$ cat config.mk
export PLATFORM = sky130hd
export DESIGN_NAME = brbp_front
export DESIGN_NICKNAME = d
export VERILOG_FILES = /design/src/hdl/brbp_pkg.sv /design/src/hdl/brbp_front.sv
export SDC_FILE = /design/constraint.sdc
export NUM_CORES = 1
export LEC_CHECK = 0
export ABC_AREA = 0
export BUFFER_PORTS_ARGS = -buffer_cell sky130_fd_sc_hd__buf_4
export CORE_MARGIN = 3
export CORE_UTILIZATION = 25
export CTS_CLUSTER_DIAMETER = 40
export DETAILED_ROUTE_END_ITERATION = 8
export GPL_TIMING_DRIVEN = 0
export PLACE_DENSITY_LB_ADDON = 0.05
export SYNTH_ARGS = -nofsm -noshare
export SYNTH_HDL_FRONTEND = slang
export SYNTH_SLANG_ARGS = --single-unit
$ cat constraint.sdc
create_clock -name clock -period 10.6 [get_ports clock]
set_clock_uncertainty 0.15 [all_clocks]
set_input_delay 0.53 -clock clock [delete_from_list [all_inputs] [get_ports clock]]
set_output_delay 0.53 -clock clock [all_outputs]
set_load 0.02 [all_outputs]
$ cat src/hdl/brbp_pkg.sv
`timescale 1ns / 1ps
package brbp_pkg;

   localparam int DEPTH       = 1024;
   localparam int ADDR_W      = $clog2(DEPTH);
   localparam int COUNT_W     = 11;
   localparam int BYTE_W      = 8;
   localparam int OFFSET_W    = 10;
   localparam int QUEUE_DEPTH = 2;
   localparam int QPTR_W      = $clog2(QUEUE_DEPTH);
   localparam int QCNT_W      = $clog2(QUEUE_DEPTH + 1);

   typedef enum logic [1:0] {
      CMD_ADD    = 2'd0,
      CMD_STORE  = 2'd1,
      CMD_LOAD   = 2'd2,
      CMD_REMOVE = 2'd3
   } cmd_type;

   typedef enum logic [1:0] {
      STATUS_OK      = 2'd0,
      STATUS_NO_ROOM = 2'd1,
      STATUS_NO_DATA = 2'd2
   } status_type;

   typedef struct packed {
      logic                 wr_en;
      logic                 rd_en;
      logic [ADDR_W-1:0]    addr;
      logic [BYTE_W-1:0]    wdata;
      status_type           status;
      logic [COUNT_W-1:0]   fill;
      logic                 last;
   } op_type;

endpackage

$ cat src/hdl/brbp_front.sv
`timescale 1ns / 1ps
module brbp_front
   import brbp_pkg::*;
(
   input  logic                clock,
   input  logic                reset,
   input  logic                csr_write_enable,
   input  logic [COUNT_W-1:0]  csr_write_data,
   input  logic                req_valid,
   output logic                req_stall,
   input  logic [1:0]          req_cmd,
   input  logic [BYTE_W-1:0]   req_write_byte,
   input  logic [OFFSET_W-1:0] req_position_offset,
   input  logic                req_last,
   input  logic                q_full,
   output logic                push,
   output op_type              push_op
);

   localparam int SUM_W = COUNT_W + 1;

   logic [COUNT_W-1:0] len_ff, len_in;
   logic [ADDR_W-1:0]  head_ff, head_in;
   logic [COUNT_W-1:0] fill_ff, fill_in;
   logic [COUNT_W-1:0] len_eff;
   logic [SUM_W-1:0]   store_off;
   logic               accept;
   cmd_type            cmd;

   function automatic logic [ADDR_W-1:0] wrap_sum(input logic [SUM_W-1:0] sum,
                                                   input logic [COUNT_W-1:0] len);
      logic [SUM_W-1:0] s;
      s = sum;
      if (s >= SUM_W'(len)) begin
         s = s - SUM_W'(len);
      end
      return s[ADDR_W-1:0];
   endfunction

   assign cmd       = cmd_type'(req_cmd);
   assign accept    = req_valid && !q_full;
   assign req_stall = q_full;
   assign push      = accept;
   assign store_off = SUM_W'(fill_ff) + SUM_W'(req_position_offset);

   always_comb begin
      if (len_ff == '0) begin
         len_eff = COUNT_W'(1);
      end else if (len_ff > COUNT_W'(DEPTH)) begin
         len_eff = COUNT_W'(DEPTH);
      end else begin
         len_eff = len_ff;
      end
   end

   always_comb begin
      head_in        = head_ff;
      fill_in        = fill_ff;
      push_op.wr_en  = 1'b0;
      push_op.rd_en  = 1'b0;
      push_op.addr   = head_ff;
      push_op.wdata  = req_write_byte;
      push_op.status = STATUS_OK;
      push_op.last   = req_last;
      case (cmd)
         CMD_ADD: begin
            if (fill_ff >= len_eff) begin
               push_op.status = STATUS_NO_ROOM;
            end else begin
               push_op.wr_en = 1'b1;
               push_op.addr  = wrap_sum(SUM_W'(head_ff) + SUM_W'(fill_ff), len_eff);
               fill_in       = fill_ff + COUNT_W'(1);
            end
         end
         CMD_STORE: begin
            if (store_off >= SUM_W'(len_eff)) begin
               push_op.status = STATUS_NO_ROOM;
            end else begin
               push_op.wr_en = 1'b1;
               push_op.addr  = wrap_sum(SUM_W'(head_ff) + store_off, len_eff);
            end
         end
         CMD_LOAD: begin
            if (COUNT_W'(req_position_offset) >= fill_ff) begin
               push_op.status = STATUS_NO_DATA;
            end else begin
               push_op.rd_en = 1'b1;
               push_op.addr  = wrap_sum(SUM_W'(head_ff) + SUM_W'(req_position_offset),
                                        len_eff);
            end
         end
         CMD_REMOVE: begin
            if (fill_ff == '0) begin
               push_op.status = STATUS_NO_DATA;
            end else begin
               push_op.rd_en = 1'b1;
               push_op.addr  = head_ff;
               head_in       = wrap_sum(SUM_W'(head_ff) + SUM_W'(1), len_eff);
               fill_in       = fill_ff - COUNT_W'(1);
            end
         end
         default: begin
            push_op.status = STATUS_OK;
         end
      endcase
      push_op.fill = fill_in;
      if (!accept) begin
         head_in = head_ff;
         fill_in = fill_ff;
      end
      len_in = len_ff;
      if (csr_write_enable) begin
         len_in  = csr_write_data;
         head_in = '0;
         fill_in = '0;
      end
   end

   always_ff @(posedge clock) begin
      if (reset) begin
         len_ff  <= COUNT_W'(DEPTH);
         head_ff <= '0;
         fill_ff <= '0;
      end else begin
         len_ff  <= len_in;
         head_ff <= head_in;
         fill_ff <= fill_in;
      end
   end

`ifndef ASSERT_OFF
   a_fill_bound: assert property (@(posedge clock) disable iff (reset)
      fill_ff <= len_eff)
      else $error("fill count beyond ring length");

   a_head_bound: assert property (@(posedge clock) disable iff (reset)
      COUNT_W'(head_ff) < len_eff)
      else $error("head index beyond ring length");
`endif

endmodule

After elaboration in Yosys (flattened, before gate mapping):

Index checks and enable logic that the tools add are counted.
W data, S select, Z words.

* add/subtract/negate cells: 11
* $lt $le $gt $ge: 8
* equal/unequal tests: 3
* multiplexer cells: 23
* bitwise logic cells: 1
* reductions and logical operators: 7

Operators by type and width (number)
* $mux W11: 6
* $mux W10: 6
* $pmux W10 S4: 1
* $sub A10 B10 Y10: 4
* $ge A12 B11 Y1: 3
* $ge A11 B11 Y1: 3
* $logic_not A11 Y1: 2
* $pmux W11 S2: 1
* $add A10 B11 Y12: 1
* $add A10 B12 Y12: 1
* $add A11 B10 Y12: 1
* $add A10 B1 Y11 const B: 1
* $add A10 B10 Y11: 1
* $add A11 B1 Y11 const B: 1
* $ge A10 B11 Y1: 1
* $gt A11 B11 Y1 const B: 1
* $sub A11 B1 Y11 const B: 1
* $pmux W2 S4: 1
* $eq A2 B2 Y1 const B: 2
* $mux W1: 4
* $mux W2: 2
* $pmux W1 S2: 2
* $reduce_and A3 Y1: 1
* $eq A2 B1 Y1 const B: 1
* other kinds (5): 5

* bits in registers: 32
* input bits: 37
* logic and storage cells: 56

Logic depth before layout (Yosys ltp):

* depth in word-level cells: 7
* depth in mapped cells: 25
* gate-level depth less buffers: 24

Worst setup path after synthesis:

Ideal clock, no wire load.

* path type: in2out
* start point: in req_position_offset[0]
* end point: out push_op[27] (netlist bit)
* arrival: 4937 ps
* path slack: 4983 ps
* cell stages on the path: 22
* buffers on the path: 1
* cell sequence: ha_1 fa_1 nor2b_1 or3_2 a31oi_2 o21bai_1 xnor2_1 ha_1 a21oi_1 o21a_1 o21a_1 xnor2_1 ha_1 a21oi_1 o21ai_0 nand2_1 o21ai_0 o41ai_1 o21ai_2 buf_6 mux2i_1 o32ai_1

RTL lines
* from (decl): line brbp_front.sv:13 `input logic [OFFSET_W-1:0] req_position_offset,`
* to (decl): line brbp_front.sv:17 `output op_type push_op`

==> results.py <==
metrics = {
    "grt": {
        "grt_pass1_wl_um": 43600,
        "antenna_found_initial": 0,
        "grt_pass1_vias": 7030,
        "grt_overflow": 0,
        "grt_usage_pct": 18.6,
        "grt_max_degree": 13,
    },
    "synthesis": {
        "synth-edff-count": 0,
        "syn_nets": 1127,
        "synth.most_common_cell": "ha_1",
        "yosys.area.top_type": "ha_1",
        "synth_top_cell_area_share_pct": 22.3,
        "synth-seq-cells": 32,
        "seq_area_frac_synth_pct": 8.93,
        "avgSynthCellArea_sq_um": 7.52,
        "yosys_most_used_dff": "dfxtp_1",
        "synth_common_cells": "128 x ha_1, 91 x nor2_1, 85 x a21oi_1",
        "syn_area_sq_um": 7170,
        "ys_top_cells_by_area": "ha_1 22%, dfxtp_1 8.9%, a21oi_1 5.9%, xnor2_1 4.9%, nor2_1 4.8%",
        "yosysWarnings": 0,
        "syn_inst": 954,
        "ys_types": 82,
        "synthArstFlopShare_pct": 0,
    },
    "timing": {
        "slew_viol_final": 0,
        "relSlewSlack_pct": 21.4,
        "finalHoldViolCount": 0,
        "fin_crit_ns": 7.06,
        "finalCritPeriodShare_pct": 66.6,
        "setup_ws_ns": 3.54,
        "tightest_slew_ns": 1.17,
        "finalSetupViolCount": 0,
        "grt_setup_unrepaired": "false",
        "clock.fmax_mhz": 142,
        "setup-tns-final_ns": 0,
    },
    "placed_design": {
        "preCtsSetupSlack_ns": 3.87,
        "place.port_buffers": 62,
        "globalplace.congestion": 0.846,
        "placedInstanceArea_sq_um": 8110,
        "hpwl_um": 24200,
    },
    "critical_path": {
        "cp-end-kind": "output port",
        "critical_path.max_fanout": 10,
        "criticalPathCategory": "reg2out",
        "startpoint_type": "flop",
        "worstPathArrival_ns": 6.38,
        "critPathRequiredTime_ns": 9.92,
    },
    "floorplan": {
        "die_w_um": 175,
        "coreArea_sq_um": 28000,
        "die_area_sq_um": 30800,
        "die_y_um": 175,
        "design.portCount": 73,
        "num_rows": 61,
        "start_util_pct": 25.6,
    },
    "pwr": {
        "irDropWorstVdd_uv": 55.2,
        "combPwrFrac_pct": 48.3,
        "p_int_uw": 347,
        "power_switching_uw": 227,
        "cellPowerDensity_nw_per_um2": 69.4,
        "clockPowerShare_pct": 29.3,
        "power.leakage_nw": 3.64,
        "sw_frac_of_total_pct": 39.6,
        "pwr-share-seq_pct": 22.4,
    },
    "final_layout": {
        "final_nets": 1196,
        "fin_util_pct": 29.5,
        "stdcell_area_sq_um": 8270,
        "drive_above_1_share_pct": 12.9,
        "area_growth_pct": 15.4,
        "diodes": 0,
    },
    "clock_network": {
        "clk_latency_ns": 0.28,
        "cts_max_level": 2,
        "cts_resized": 0,
        "clock-root-buffer": "clkbuf_16",
        "clkTransAtPathRegs_ns": 0.06,
        "tritoncts": "built",
        "cts_made_buffers": 5,
        "clk_path_buf_depth": 2,
        "cts_setup_buffers": 0,
        "cts_sinks": 32,
        "cts_hold_buffers": 0,
    },
    "run": {
        "maxCapViolations": 0,
    },
    "routing": {
        "drcViolationCount": 0,
        "detail-route-antenna-nets": 0,
        "routed_via_density": 5.10,
        "wire_per_inst_um": 20.8,
        "vias": 7147,
        "first_pass_iters": 5,
        "drt_iter0_markers": 283,
        "drt-total-wl_um": 29200,
    },
    "hold_path": {
        "hold_path.class": "in2reg",
    },
    "outcome": {
        "status": "finished clean",
    },
}
[cell families (layout without fill, tap and decap cells)]
| family | Yosys count | count (layout) | synth area share [%] |
|---|---|---|---|
| xor+xnor | 65 | 65 | 7.94 |
| mux | 34 | 34 | 4.87 |
| flops | 32 | 32 | 8.93 |
| buf+inv | 95 | 165 | 6.00 |
| fa+ha+maj | 136 | 136 | 24.6 |
| compound gates | 314 | 314 | 29.0 |
| simple gates | 278 | 278 | 18.7 |
[sequential cells by signal (all words and copies together) (netlist names)]
register / flops
len_ff: 11
fill_ff: 11
head_ff: 10
[power by group through the flow]
stage | Sequential, mW | Clock [mW] | Combinational, mW
after floorplan | 0.129 | 0 | 0.190
after global placement | 0.131 | 0 | 0.281
after detailed placement | 0.131 | 0 | 0.277
after CTS | 0.128 | 0.173 | 0.279
after global routing | 0.129 | 0.177 | 0.305
final | 0.128 | 0.168 | 0.277
[cells in the final DEF, fill, tap and decap left out, drive strengths merged, types with 6 or more instances in the layout]
cell	n
ha	128
nor2	91
a21oi	85
buf	85
nand2	72
o21ai	65
inv	54
xnor2	40
dfxtp	32
mux2i	27
o21a	26
xor2	25
nor3	24
clkbuf	24
a21o	21
o22ai	16
nand3	16
nand2b	15
a211oi	14
a31oi	14
nor2b	14
nand4	8
fa	8
o21bai	7
nor4	7
o31ai	7
mux2	7
a221oi	7
or2	6
and3	6
o211ai	6
[path summary, 6_finish.rpt]
path | start | endpoint | slack [ns] | cells past startpoint
hold / removal | csr_write_data[10] | len_ff[10] | 0.33 | 3
setup / recovery | fill_ff[3] | push_op[27] | 3.54 | 23
hold reg to reg | len_ff[2] | len_ff[2] | 0.38 | 2
setup reg to reg | len_ff[5] | fill_ff[0] | 5.90 | 14
[critical path: stages (launching register included)]
cell      delay, ns
dfxtp_1        0.58
clkbuf_1       0.49
inv_1          0.10
ha_1           0.40
or2b_2         0.32
a31oi_2        0.30
o21bai_1       0.14
xnor2_1        0.43
ha_1           0.34
a21oi_1        0.15
o21a_1         0.15
o21a_1         0.17
xnor2_1        0.19
ha_1           0.34
a21oi_1        0.15
o21ai_0        0.12
nand2_1        0.08
o21ai_0        0.10
o41ai_1        0.42
o21ai_2        0.15
buf_6          0.19
mux2i_1        0.12
o32ai_1        0.43
buf_4          0.24
[through the flow]
step	power [mW]	hold slack, ns	instances
3_5_place_dp	0.408	0.366	1394
6_report	0.574	0.331	1402
2_1_floorplan	0.319	0.334	954
4_1_cts	0.580	0.323	1402
5_1_grt	0.611	0.335	1402
3_3_place_gp	0.412	0.363	1394
[final cells by class]
type	count	area, sq um
inverter	54	203
sequential	32	641
tap	378	473
multi-input combinational	827	6100
timing repair buffer	62	465
fill	3130	19700
clock inverter	2	35.0
buffer	41	228
clock buffer	6	129
[routing by layer]
metal	global-route usage [%]	wire length (um)	vias up
met5	0	0	-
met4	4.52	595	0
met3	1.45	905	28
met2	31.9	13700	154
met1	25.3	14000	3328
li1	-	-	3637
No activity file was read; power rests on OpenSTA's default activity.
