### src/hdl/brbp_pkg.sv
`timescale 1ns / 1ps
package brbp_pkg;

   localparam int DEPTH       = 1024;
   localparam int ADDR_W      = $clog2(DEPTH);
   localparam int COUNT_W     = 11;
   localparam int BYTE_W      = 8;
   localparam int OFFSET_W    = 10;
   localparam int QUEUE_DEPTH = 2;
   localparam int QPTR_W      = $clog2(QUEUE_DEPTH);
   localparam int QCNT_W      = $clog2(QUEUE_DEPTH + 1);

   typedef enum logic [1:0] {
      CMD_ADD    = 2'd0,
      CMD_STORE  = 2'd1,
      CMD_LOAD   = 2'd2,
      CMD_REMOVE = 2'd3
   } cmd_type;

   typedef enum logic [1:0] {
      STATUS_OK      = 2'd0,
      STATUS_NO_ROOM = 2'd1,
      STATUS_NO_DATA = 2'd2
   } status_type;

   typedef struct packed {
      logic                 wr_en;
      logic                 rd_en;
      logic [ADDR_W-1:0]    addr;
      logic [BYTE_W-1:0]    wdata;
      status_type           status;
      logic [COUNT_W-1:0]   fill;
      logic                 last;
   } op_type;

endpackage

### src/hdl/brbp_queue.sv
`timescale 1ns / 1ps
module brbp_queue
   import brbp_pkg::*;
(
   input  logic   clock,
   input  logic   reset,
   input  logic   push,
   input  op_type push_op,
   output logic   full,
   input  logic   pop,
   output logic   q_valid,
   output op_type q_op
);

   op_type            entry_ff [QUEUE_DEPTH];
   logic [QPTR_W-1:0] wr_ptr_ff, wr_ptr_in;
   logic [QPTR_W-1:0] rd_ptr_ff, rd_ptr_in;
   logic [QCNT_W-1:0] count_ff, count_in;

   assign full    = (count_ff == QCNT_W'(QUEUE_DEPTH));
   assign q_valid = (count_ff != '0);
   assign q_op    = entry_ff[rd_ptr_ff];

   always_comb begin
      wr_ptr_in = wr_ptr_ff;
      rd_ptr_in = rd_ptr_ff;
      count_in  = count_ff;
      if (push) begin
         wr_ptr_in = (wr_ptr_ff == QPTR_W'(QUEUE_DEPTH - 1)) ? '0 : wr_ptr_ff + QPTR_W'(1);
      end
      if (pop) begin
         rd_ptr_in = (rd_ptr_ff == QPTR_W'(QUEUE_DEPTH - 1)) ? '0 : rd_ptr_ff + QPTR_W'(1);
      end
      if (push && !pop) begin
         count_in = count_ff + QCNT_W'(1);
      end else if (pop && !push) begin
         count_in = count_ff - QCNT_W'(1);
      end
   end

   always_ff @(posedge clock) begin
      if (reset) begin
         wr_ptr_ff <= '0;
         rd_ptr_ff <= '0;
         count_ff  <= '0;
      end else begin
         wr_ptr_ff <= wr_ptr_in;
         rd_ptr_ff <= rd_ptr_in;
         count_ff  <= count_in;
      end
   end

   always_ff @(posedge clock) begin
      if (push) begin
         entry_ff[wr_ptr_ff] <= push_op;
      end
   end

`ifndef ASSERT_OFF
   a_count_bound: assert property (@(posedge clock) disable iff (reset)
      count_ff <= QCNT_W'(QUEUE_DEPTH))
      else $error("queue count beyond depth");

   a_push_grows: assert property (@(posedge clock) disable iff (reset)
      (push && !pop) |=> (count_ff == $past(count_ff) + QCNT_W'(1)))
      else $error("queue count did not grow on push");
`endif

endmodule

### config.mk
export PLATFORM = sky130hd
export DESIGN_NAME = brbp_queue
export DESIGN_NICKNAME = d
export VERILOG_FILES = /design/src/hdl/brbp_pkg.sv /design/src/hdl/brbp_queue.sv
export SDC_FILE = /design/constraint.sdc
export NUM_CORES = 1
export LEC_CHECK = 0
export BUFFER_PORTS_ARGS = -buffer_cell sky130_fd_sc_hd__buf_2
export CAP_MARGIN = 20
export CORE_ASPECT_RATIO = 0.75
export CORE_MARGIN = 2
export CORE_UTILIZATION = 40
export CTS_BUF_LIST = sky130_fd_sc_hd__clkbuf_2
export CTS_CLUSTER_DIAMETER = 80
export DETAILED_ROUTE_END_ITERATION = 8
export PLACE_DENSITY = 0.66
export SYNTH_ARGS = -nofsm -noshare
export SYNTH_HDL_FRONTEND = slang
export SYNTH_SLANG_ARGS = --single-unit
### constraint.sdc
create_clock -name clock -period 2.1 [get_ports clock]
set_clock_uncertainty 0.05 [all_clocks]
set_input_delay 0.21 -clock clock [delete_from_list [all_inputs] [get_ports clock]]
set_output_delay 0.21 -clock clock [all_outputs]
set_load 0.005 [all_outputs]
## Yosys cells after proc, flatten, opt, wreduce, memory -nomap -nowiden

Memories as Yosys holds them, arrays and structs flattened. A register that Yosys moved wholly into a read port is not among the register bits.
Cells that the tools add are included.

- Register bits: 4
- Memory bits (writable): 68
- Input bits: 38
- Output and inout bits: 36
- Logic and storage cells: 23
- Memories kept: 1

- Add/sub/neg operators: 4
- Equal/unequal tests: 1
- Multiplexer cells: 8
- Reduce and logical (&&, ||, !) cells: 6

Memories:

| memory | depth | width | read ports | clocked after Yosys merged registers in | wr ports | line | text |
|---|---|---|---|---|---|---|---|
| entry_ff | 2 | 34 | 1 | 1 | 1 | brbp_queue.sv:15 | `op_type entry_ff [QUEUE_DEPTH];` |

Operators with widths:

| kind | count |
|---|---|
| $mux W1 | 6 |
| $mux W2 | 2 |
| $reduce_bool A2 Y1 | 2 |
| $add A1 B1 Y1 const B | 2 |
| $add A2 B1 Y2 const B | 1 |
| $eq A2 B2 Y1 const B | 1 |
| $logic_and A1 B1 Y1 | 2 |
| $logic_not A1 Y1 | 2 |
| $sub A2 B1 Y2 const B | 1 |

## Depth between registers and ports, before layout

Gate-level depths: netlist of run 1.

- Word-level depth: 4
- Gate-level depth with buffers: 5
- Mapped depth without buffers: 5

## Worst setup path after synthesis of run 1

Ideal clock, no wire load.

- Kind: register to register
- Start point: register wr_ptr_ff
- End point: memory entry_ff[0][0] (netlist bit) (enable)
- Library setup time: 0.429 ns
- Arrival: 1.855 ns
- Required time: 1.621 ns
- Path slack: -0.235 ns
- Cell stages (with the launch flop): 2
- Path buffers: 0
- Period minus slack after synthesis: 2.335 ns
- Path through: dfxtp_1 > nor2b_1

RTL lines:

| item | line | text |
|---|---|---|
| start: declaration | brbp_queue.sv:16 | `logic [QPTR_W-1:0] wr_ptr_ff, wr_ptr_in;` |
| start signal: assignment | brbp_queue.sv:47 | `wr_ptr_ff <= wr_ptr_in;` |
| end: declaration | brbp_queue.sv:15 |  |

Straight into the memory's write port.

==> results of run 1 <==
[final timing paths]
| kind | depth (start not counted) | slack, ps | to |
|---|---|---|---|
| worst max-delay path | 3 | 210 | q_op[31] |
| worst min-delay path | 2 | 380 | entry_ff[1][10] |
| worst max register to register | 2 | 890 | entry_ff[1][21] |
| worst min register to register | 2 | 470 | count_ff[1] |
[repair_timing]
action,in CTS,in global routing
hold buffers,37,0
setup buffers,0,0
hold endpoints to repair,73,0
[routing by layer]
metal  up-vias  track usage, %  part of all wire [%]
li1        740               -                     -
met1       715           15.86                    45
met2        52           21.92                    46
met3         7           6.407                   7.4
met4         0           4.566                   1.2
met5         -               0                     0
[final cells by class]
class / instances / area (µm²) / area share, %
flip-flops and latches: 73 / 2142 / 58.13
repair buffers: 116 / 780.7 / 21.19
multi-input cells: 50 / 498.0 / 13.51
clock inverters: 5 / 103.9 / 2.818
well taps: 81 / 101.3 / 2.750
clock buffers: 11 / 55.05 / 1.494
inverters: 1 / 3.754 / 0.1019
[logic make-up after synthesis]
family,count (synthesis),synth area share (%)
DFF,73,80.45
adders and majority gates,1,0.4698
and+or+nand+nor,9,1.833
AOI/OAI and AO/OA,2,0.3756
buffers and inverters,5,1.174
xor gates and xnor gates,4,1.316
muxes,34,14.38
[power by group through the flow]
stage / Sequential (mW) / Clock (mW) / Combinational [mW]
2_1_floorplan: 1.74 / 0 / 0.183
3_3_place_gp: 1.75 / 0 / 0.336
3_5_place_dp: 1.75 / 0 / 0.338
4_1_cts: 1.72 / 1.02 / 0.393
5_1_grt: 1.73 / 1.07 / 0.424
6_report: 1.71 / 0.982 / 0.385
[cells in the final DEF, fill, tap and decap left out, drive strengths merged]
| master | count |
|---|---|
| buf | 79 |
| edfxtp | 68 |
| dlygate4sd3 | 37 |
| mux2 | 34 |
| clkbuf | 11 |
| dfxtp | 5 |
| nor2 | 4 |
| bufinv | 3 |
| xor2 | 2 |
| xnor2 | 2 |
| clkinv | 2 |
| inv | 1 |
| or2 | 1 |
| and2 | 1 |
| and2b | 1 |
| nor2b | 1 |
| o21ai | 1 |
| or3 | 1 |
| a21oi | 1 |
| ha | 1 |
[state kept, by name (all words and copies together) (netlist names), named ones only]
signal	flops
entry_ff	68
rd_ptr_ff	1
count_ff	2
wr_ptr_ff	1
[through the flow]
step                hold WS, ps  setup WS (ps)  power (mW)  std cells  instance area (µm²)
detailed placement        352.0          722.6       2.088        284                 3156
CTS                       324.9          140.0       3.132        337                 3685
global route              317.1          67.12       3.219        337                 3685
finish                    378.5          206.7       3.082        337                 3685
floorplan                 229.1          410.0       1.925        128                 2665
global placement          348.9          717.1       2.083        284                 3156
==> results_dict.tcl, run 1 <==
set metrics [dict create \
    drv_cap 0 \
    hold_start "push_op[10]" \
    cts_made_buffers 9 \
    crit_type "flop to output pin" \
    synthDistinctLibCells 17 \
    synth-main-ff-cell "edfxtp_1" \
    power.density_nw_per_um2 836.5 \
    combPwrFrac_pct 12.5 \
    via_count 1514 \
    crit_buf_inv 2 \
    yosysTopAreaCell "edfxtp_1" \
    ctsRootBufferMaster "clkbuf_2" \
    rsz0062_at_grt "no" \
    fmax_ghz 0.5282 \
    grt_usage_pct 13.35 \
    yosysTopAreaCellShare_pct 76.69 \
    synthToLayoutAreaGrowth_pct 38.39 \
    path_clk_slew_ps 200 \
    crit_chain "buf_4 > mux2_2 > buf_2" \
    hold_class "input pin to flop" \
    first_pass_iters 4 \
    p_sw_mw 0.6457 \
    initial_core_util_pct 41.73 \
    syn-num-nets 167 \
    fill_cells 532 \
    layout-drive-gt1-share_pct 51.95 \
    cts_resized 0 \
    syn_inst 128 \
    setup_viol 0 \
    yosysMostFrequentCell "edfxtp_1" \
    path_max_fanout 21 \
    finalNetCount 290 \
    irDropWorstVdd_uv 441.0 \
    synth_seq_cells 73 \
    synth_edf_count 68 \
    critical-path-max-stage-delay_ps 390 \
    status "finished, final reports clean" \
    start_kind "flop" \
    cts_max_path_buffers 2 \
    grt_max_degree 22 \
    worst_pin_slew_ps 278.3 \
    drtAntennaViolNets 0 \
    die_height_um 74.66 \
    synth.avg_cell_area_um2 20.80 \
    worst_skew_pair.late_latency_ps 470 \
    syn_area_um2 2663 \
    coreArea_um2 6381 \
    die_w_um 98.21 \
    vias_per_cell 4.493 \
    end_kind "output pin" \
    seq_power_share_pct 55.6 \
    p_int_mw 2.437 \
    drc_errors 0 \
    layout_min_cycle_time_ps 1893 \
    wire_per_inst_um 13.68 \
    maxSlewViolCount 0 \
    cts_max_level 3 \
    utilization_pct 57.75 \
    first_iter_violations 53 \
    die_area_um2 7332 \
    antenna_found_initial 0 \
    ys_warn_count 0 \
    synthTopCellsByArea "edfxtp_1 77%, mux2_2 14%, dfxtp_1 3.8%" \
    grt_overflow_total 0 \
    place_congestion 0.6772 \
    grt_pass1_wl_mm 7.231 \
    swShare_pct 20.95 \
    grt_pass1_vias 1549 \
    async_reset_ff_share_pct 0 \
    fin_setup_tns_ps 0 \
    timing.rr.start "wr_ptr_ff" \
    critPathTopFamily "buffers and inverters" \
    dp_hpwl_mm 2.936 \
    yosys-top-cells-count "68 x edfxtp_1, 34 x mux2_2, 5 x dfxtp_1" \
    wirelength_mm 4.610 \
    antenna_cells 0 \
    io_pins 74 \
    hold_violations 0 \
    slew_headroom_pct 81.44 \
    ys_seq_area_share_pct 80.45 \
    cts_tree "done" \
    crit_arrival_ps 1630 \
    cp_slowest_cell "mux2_2" \
    pwr-share-clk_pct 31.9 \
    period_share_pct 90.16 \
    cts.sink_count 73 \
    required_ps 1840 \
    io_buffer_count 73 \
    leakagePower_nw 1.438 \
    rows 25 \
]
No activity file was read; power rests on OpenSTA's default activity.
==> run 2: changes to the inputs <==
--- a/config.mk
+++ b/config.mk
@@ -8,9 +8,8 @@
 export BUFFER_PORTS_ARGS = -buffer_cell sky130_fd_sc_hd__buf_2
 export CAP_MARGIN = 20
 export CORE_ASPECT_RATIO = 0.75
-export CORE_MARGIN = 2
 export CORE_UTILIZATION = 40
-export CTS_BUF_LIST = sky130_fd_sc_hd__clkbuf_2
+export CTS_BUF_LIST = sky130_fd_sc_hd__clkbuf_16
 export CTS_CLUSTER_DIAMETER = 80
 export DETAILED_ROUTE_END_ITERATION = 8
 export PLACE_DENSITY = 0.66
==> run 2 against run 1 <==
Combinational power decreased by 14%. Worst setup slack improved by 63 ps. Final cell count decreased by 12%. Non-clock buffer count decreased by 39. Die area decreased by 4.7%. Register-to-register slack got worse by 230 ps. Design area decreased by 4.3%. Sequential share of layout area increased by 2.6 points.
==> results_dict.tcl, run 2 (synthesis gave the netlist of run 1 again) <==
set metrics [dict create \
    start_kind "flop" \
    drv_cap 0 \
    hold_violations 0 \
    grt_usage_pct 14.08 \
    status "finished, final reports clean" \
    vias_per_cell 4.678 \
    layout_min_cycle_time_ps 1831 \
    layout-drive-gt1-share_pct 59.91 \
    met3_usage_pct 6.771 \
    die_area_um2 6990 \
    holdBufCountCts 0 \
    r2r_slack_ps 660 \
    cts.sink_count 73 \
    cts_made_buffers 9 \
    r2r_cells 2 \
    io_pins 74 \
    min_path_cells 1 \
    finalNetCount 251 \
    crit_arrival_ps 1570 \
    rows 25 \
    synthToLayoutAreaGrowth_pct 32.47 \
    grt_max_degree 24 \
    first_iter_violations 69 \
    postLayoutCellArea_um2 3527 \
    maxSlewViolCount 0 \
    hold_class "input pin to flop" \
    power.density_nw_per_um2 1096 \
    fin_setup_tns_ps 0 \
    first_pass_iters 3 \
    period_share_pct 87.18 \
    io_buffer_count 73 \
    cts_max_level 3 \
    cp_slowest_cell "dfxtp_2" \
    crit_end "q_op[31]" \
    wirelength_mm 4.557 \
    mostFrequentLayoutCells "73 x buf_2, 68 x edfxtp_1, 34 x mux2_2, 9 x clkbuf_16" \
    post-cts-setup-buffer-count 0 \
    grt_util_met1_pct 18.65 \
    timing.rr.start "wr_ptr_ff" \
    path_clk_slew_ps 50 \
    crit_type "flop to output pin" \
    path_max_fanout 23 \
    irDropWorstVdd_uv 575.8 \
    fill_cells 518 \
    cts_tree "done" \
    ctsRootBufferMaster "clkbuf_16" \
    via_count 1394 \
    largest_reg_flops 68 \
    wire_per_inst_um 15.29 \
    grt_overflow_total 0 \
    crit_chain "buf_12 > mux2_2 > buf_2" \
    slew_headroom_pct 67.41 \
    multi_input_area_um2 498.0 \
    crit_cells 3 \
    cts_max_path_buffers 2 \
    worst_pin_slew_ps 487.8 \
    grt_pass1_wl_mm 6.796 \
    dp_cells 282 \
    grtUsageMet2_pct 20.49 \
    fin_ws_ps 269.2 \
    required_ps 1840 \
    initial_core_util_pct 41.93 \
    gr-max-usage-layer "met2" \
    setup_viol 0 \
    drtAntennaViolNets 0 \
    rsz0062_at_grt "no" \
    top_register "entry_ff" \
    place_congestion 0.6833 \
    antenna_found_initial 0 \
    place_ws_ps 595.7 \
    critical-path-max-stage-delay_ps 520 \
    dp_hpwl_mm 3.084 \
    top_regs "entry_ff (68), count_ff (2)" \
    cts_resized 0 \
    drc_errors 0 \
    coreArea_um2 6350 \
    fmax_ghz 0.5462 \
    leakagePower_nw 1.364 \
    crit_buf_inv 2 \
    worst_skew_pair.late_latency_ps 320 \
    critPathTopFamily "flip-flops" \
    rr_endpoint "entry_ff[1][11]" \
    die_w_um 96.21 \
    placed_area_um2 3167 \
    final_common_cell "buf_2" \
    regArea_um2 2143 \
    grt_pass1_vias 1384 \
    final_cells 298 \
    whs_ps 28.13 \
    die_height_um 72.66 \
    end_kind "output pin" \
    antenna_cells 0 \
]
-- run 2: changes by cell type in the layout (fill, tap and decap cells not counted), moves of 2 or more --
| cell | delta |
|---|---|
| clkbuf_2 | -11 |
| inv_1 | +2 |
| buf_12 | +2 |
| buf_4 | -4 |
| dlygate4sd3_1 | -37 |
| clkbuf_16 | +9 |
-- run 2: final cells by class --
cell class	count	share of cell area, %
flip-flops and latches	73	60.77
multi-input cells	50	14.12
repair buffers	77	11.92
clock buffers	9	6.385
clock inverters	7	3.831
well taps	81	2.873
inverters	1	0.1064
-- run 2: layer usage --
metal,routed length (µm),vias up,part of all wire (%)
li1,-,659,-
met1,2105,669,46
met2,2092,64,46
met3,351,2,7.7
met4,8,0,0.18
met5,0,-,0
-- run 2: power breakdown --
part	switching, mW	total (mW)	internal (mW)	leakage (nW)
clock network	0.534	1.80	1.27	0.178
logic	0.150	0.332	0.182	0.506
registers	0.0354	1.73	1.69	0.680
total	0.719	3.87	3.15	1.36
-- run 2: worst min path at each step --
stage,from,endpoint,slack [ps]
floorplan,reset,count_ff[1],230
global placement,push_op[22],entry_ff[0][22],350
detailed placement,push_op[13],entry_ff[0][13],350
CTS,push_op[13],entry_ff[1][13],10
global route,push_op[13],entry_ff[1][13],10
finish,push_op[13],entry_ff[1][13],30
-- run 2: stage by stage --
stage | utilization, % | total power [mW]
6_report | 55.55 | 3.866
4_1_cts | 55.55 | 3.916
3_3_place_gp | 49.87 | 2.089
2_1_floorplan | - | 1.925
3_5_place_dp | 49.87 | 2.099
5_1_grt | 55.55 | 4.018
==> run 3: changes to the inputs <==
--- a/config.mk
+++ b/config.mk
@@ -12,6 +12,7 @@
 export CTS_BUF_LIST = sky130_fd_sc_hd__clkbuf_16
 export CTS_CLUSTER_DIAMETER = 80
 export DETAILED_ROUTE_END_ITERATION = 8
+export MAX_ROUTING_LAYER = met4
 export PLACE_DENSITY = 0.66
 export SYNTH_ARGS = -nofsm -noshare
 export SYNTH_HDL_FRONTEND = slang
==> run 3 against run 2 <==
Combinational power hardly changed. Non-clock buffer count is the same. Utilization unchanged. Clock power is essentially flat. Critical path depth did not move. Via count unchanged. Power is essentially flat. Design area did not move. Sequential power is essentially flat. Global-route usage is 0.48 points higher. Largest cell class unchanged.
==> results_dict.tcl, run 3 (synthesis gave the netlist of run 1 again) <==
set metrics [dict create \
    status "finished, final reports clean" \
    path_max_fanout 23 \
    grt_overflow_total 0 \
    irDropWorstVdd_uv 575.9 \
    first_iter_violations 69 \
    crit_arrival_ps 1570 \
    end_kind "output pin" \
    via_count 1394 \
    top_register "entry_ff" \
    holdBufCountCts 0 \
    rows 25 \
    path_clk_slew_ps 50 \
    post-cts-setup-buffer-count 0 \
    cts.sink_count 73 \
    synthToLayoutAreaGrowth_pct 32.47 \
    worst_skew_pair.late_latency_ps 320 \
    placed_area_um2 3167 \
    worst_pin_slew_ps 488.7 \
    drtAntennaViolNets 0 \
    first_pass_iters 3 \
    maxSlewViolCount 0 \
    die_area_um2 6990 \
    cts_made_buffers 9 \
    leakagePower_nw 1.364 \
    die_w_um 96.21 \
    postLayoutCellArea_um2 3527 \
    antenna_cells 0 \
    die_height_um 72.66 \
    slew_headroom_pct 67.35 \
    power.density_nw_per_um2 1096 \
    layout-drive-gt1-share_pct 59.91 \
    finalNetCount 251 \
    cts_tree "done" \
    ctsRootBufferMaster "clkbuf_16" \
    start_kind "flop" \
    grt_usage_pct 14.56 \
    grt_max_degree 24 \
    crit_type "flop to output pin" \
    coreArea_um2 6350 \
    dp_hpwl_mm 3.084 \
    layout_min_cycle_time_ps 1831 \
    rsz0062_at_grt "no" \
    cts_resized 0 \
    whs_ps 28.10 \
    required_ps 1840 \
    io_pins 74 \
    mostFrequentLayoutCells "73 x buf_2, 68 x edfxtp_1, 34 x mux2_2, 9 x clkbuf_16" \
    fmax_ghz 0.5462 \
    cts_max_level 3 \
    top_regs "entry_ff (68), count_ff (2)" \
    fin_setup_tns_ps 0 \
    place_congestion 0.6903 \
    io_buffer_count 73 \
    initial_core_util_pct 41.93 \
    hold_class "input pin to flop" \
    hold_violations 0 \
    fill_cells 518 \
    grt_pass1_vias 1376 \
    wirelength_mm 4.561 \
    final_common_cell "buf_2" \
    drv_cap 0 \
    cts_max_path_buffers 2 \
    vias_per_cell 4.678 \
    drc_errors 0 \
    grt_pass1_wl_mm 6.824 \
    setup_viol 0 \
    antenna_found_initial 0 \
    period_share_pct 87.18 \
    largest_reg_flops 68 \
    wire_per_inst_um 15.31 \
]
-- run 3: cell counts in the layout (fill, tap and decap cells not counted) --
Identical to the previous run, type by type.
-- run 3: critical path, cell delays in order, from the launching register on --
cell and delay [ps]:
dfxtp_2 520, buf_12 230, mux2_2 360, buf_2 130
-- run 3: layout make-up --
| cell class | instances | area, µm² | share of cell area [%] |
|---|---|---|---|
| clock buffer | 9 | 225.2 | 6.385 |
| timing repair buffer | 77 | 420.4 | 11.92 |
| tap | 81 | 101.3 | 2.873 |
| multi-input combinational | 50 | 498.0 | 14.12 |
| clock inverter | 7 | 135.1 | 3.831 |
| sequential | 73 | 2143 | 60.77 |
| inverter | 1 | 3.754 | 0.1064 |
-- run 3: final timing paths --
path	to	slack, ps	cells past startpoint	startpoint
worst max-delay path	q_op[31]	270	3	flop
worst min-delay path	entry_ff[1][13]	30	1	push_op[13]
worst max register to register	entry_ff[1][11]	660	2	wr_ptr_ff
worst min register to register	rd_ptr_ff	470	2	rd_ptr_ff
-- run 3: where the power goes --
group	leakage [nW]	switching (mW)	total (mW)	internal, mW
logic	0.506	0.150	0.332	0.182
clock network	0.178	0.535	1.81	1.27
registers	0.680	0.0354	1.73	1.69
total	1.36	0.720	3.87	3.15
-- run 3: stage by stage --
stage	worst slack, ps	instances	total power, mW	util [%]
after detailed placement	595.7	282	2.099	49.87
after CTS	243.0	298	3.916	55.55
after global placement	619.0	282	2.089	49.87
final	269.1	298	3.867	55.55
after floorplan	410.0	128	1.925	-
after global routing	187.3	298	4.019	55.55
-- run 3: routing by layer --
metal  share of wire [%]  up-vias  track usage [%]
li1                    -      659                -
met1                  47      671            19.14
met2                  46       62            20.41
met3                 6.9        2            6.354
met4                0.18        0            4.478
met5                   0        -                -
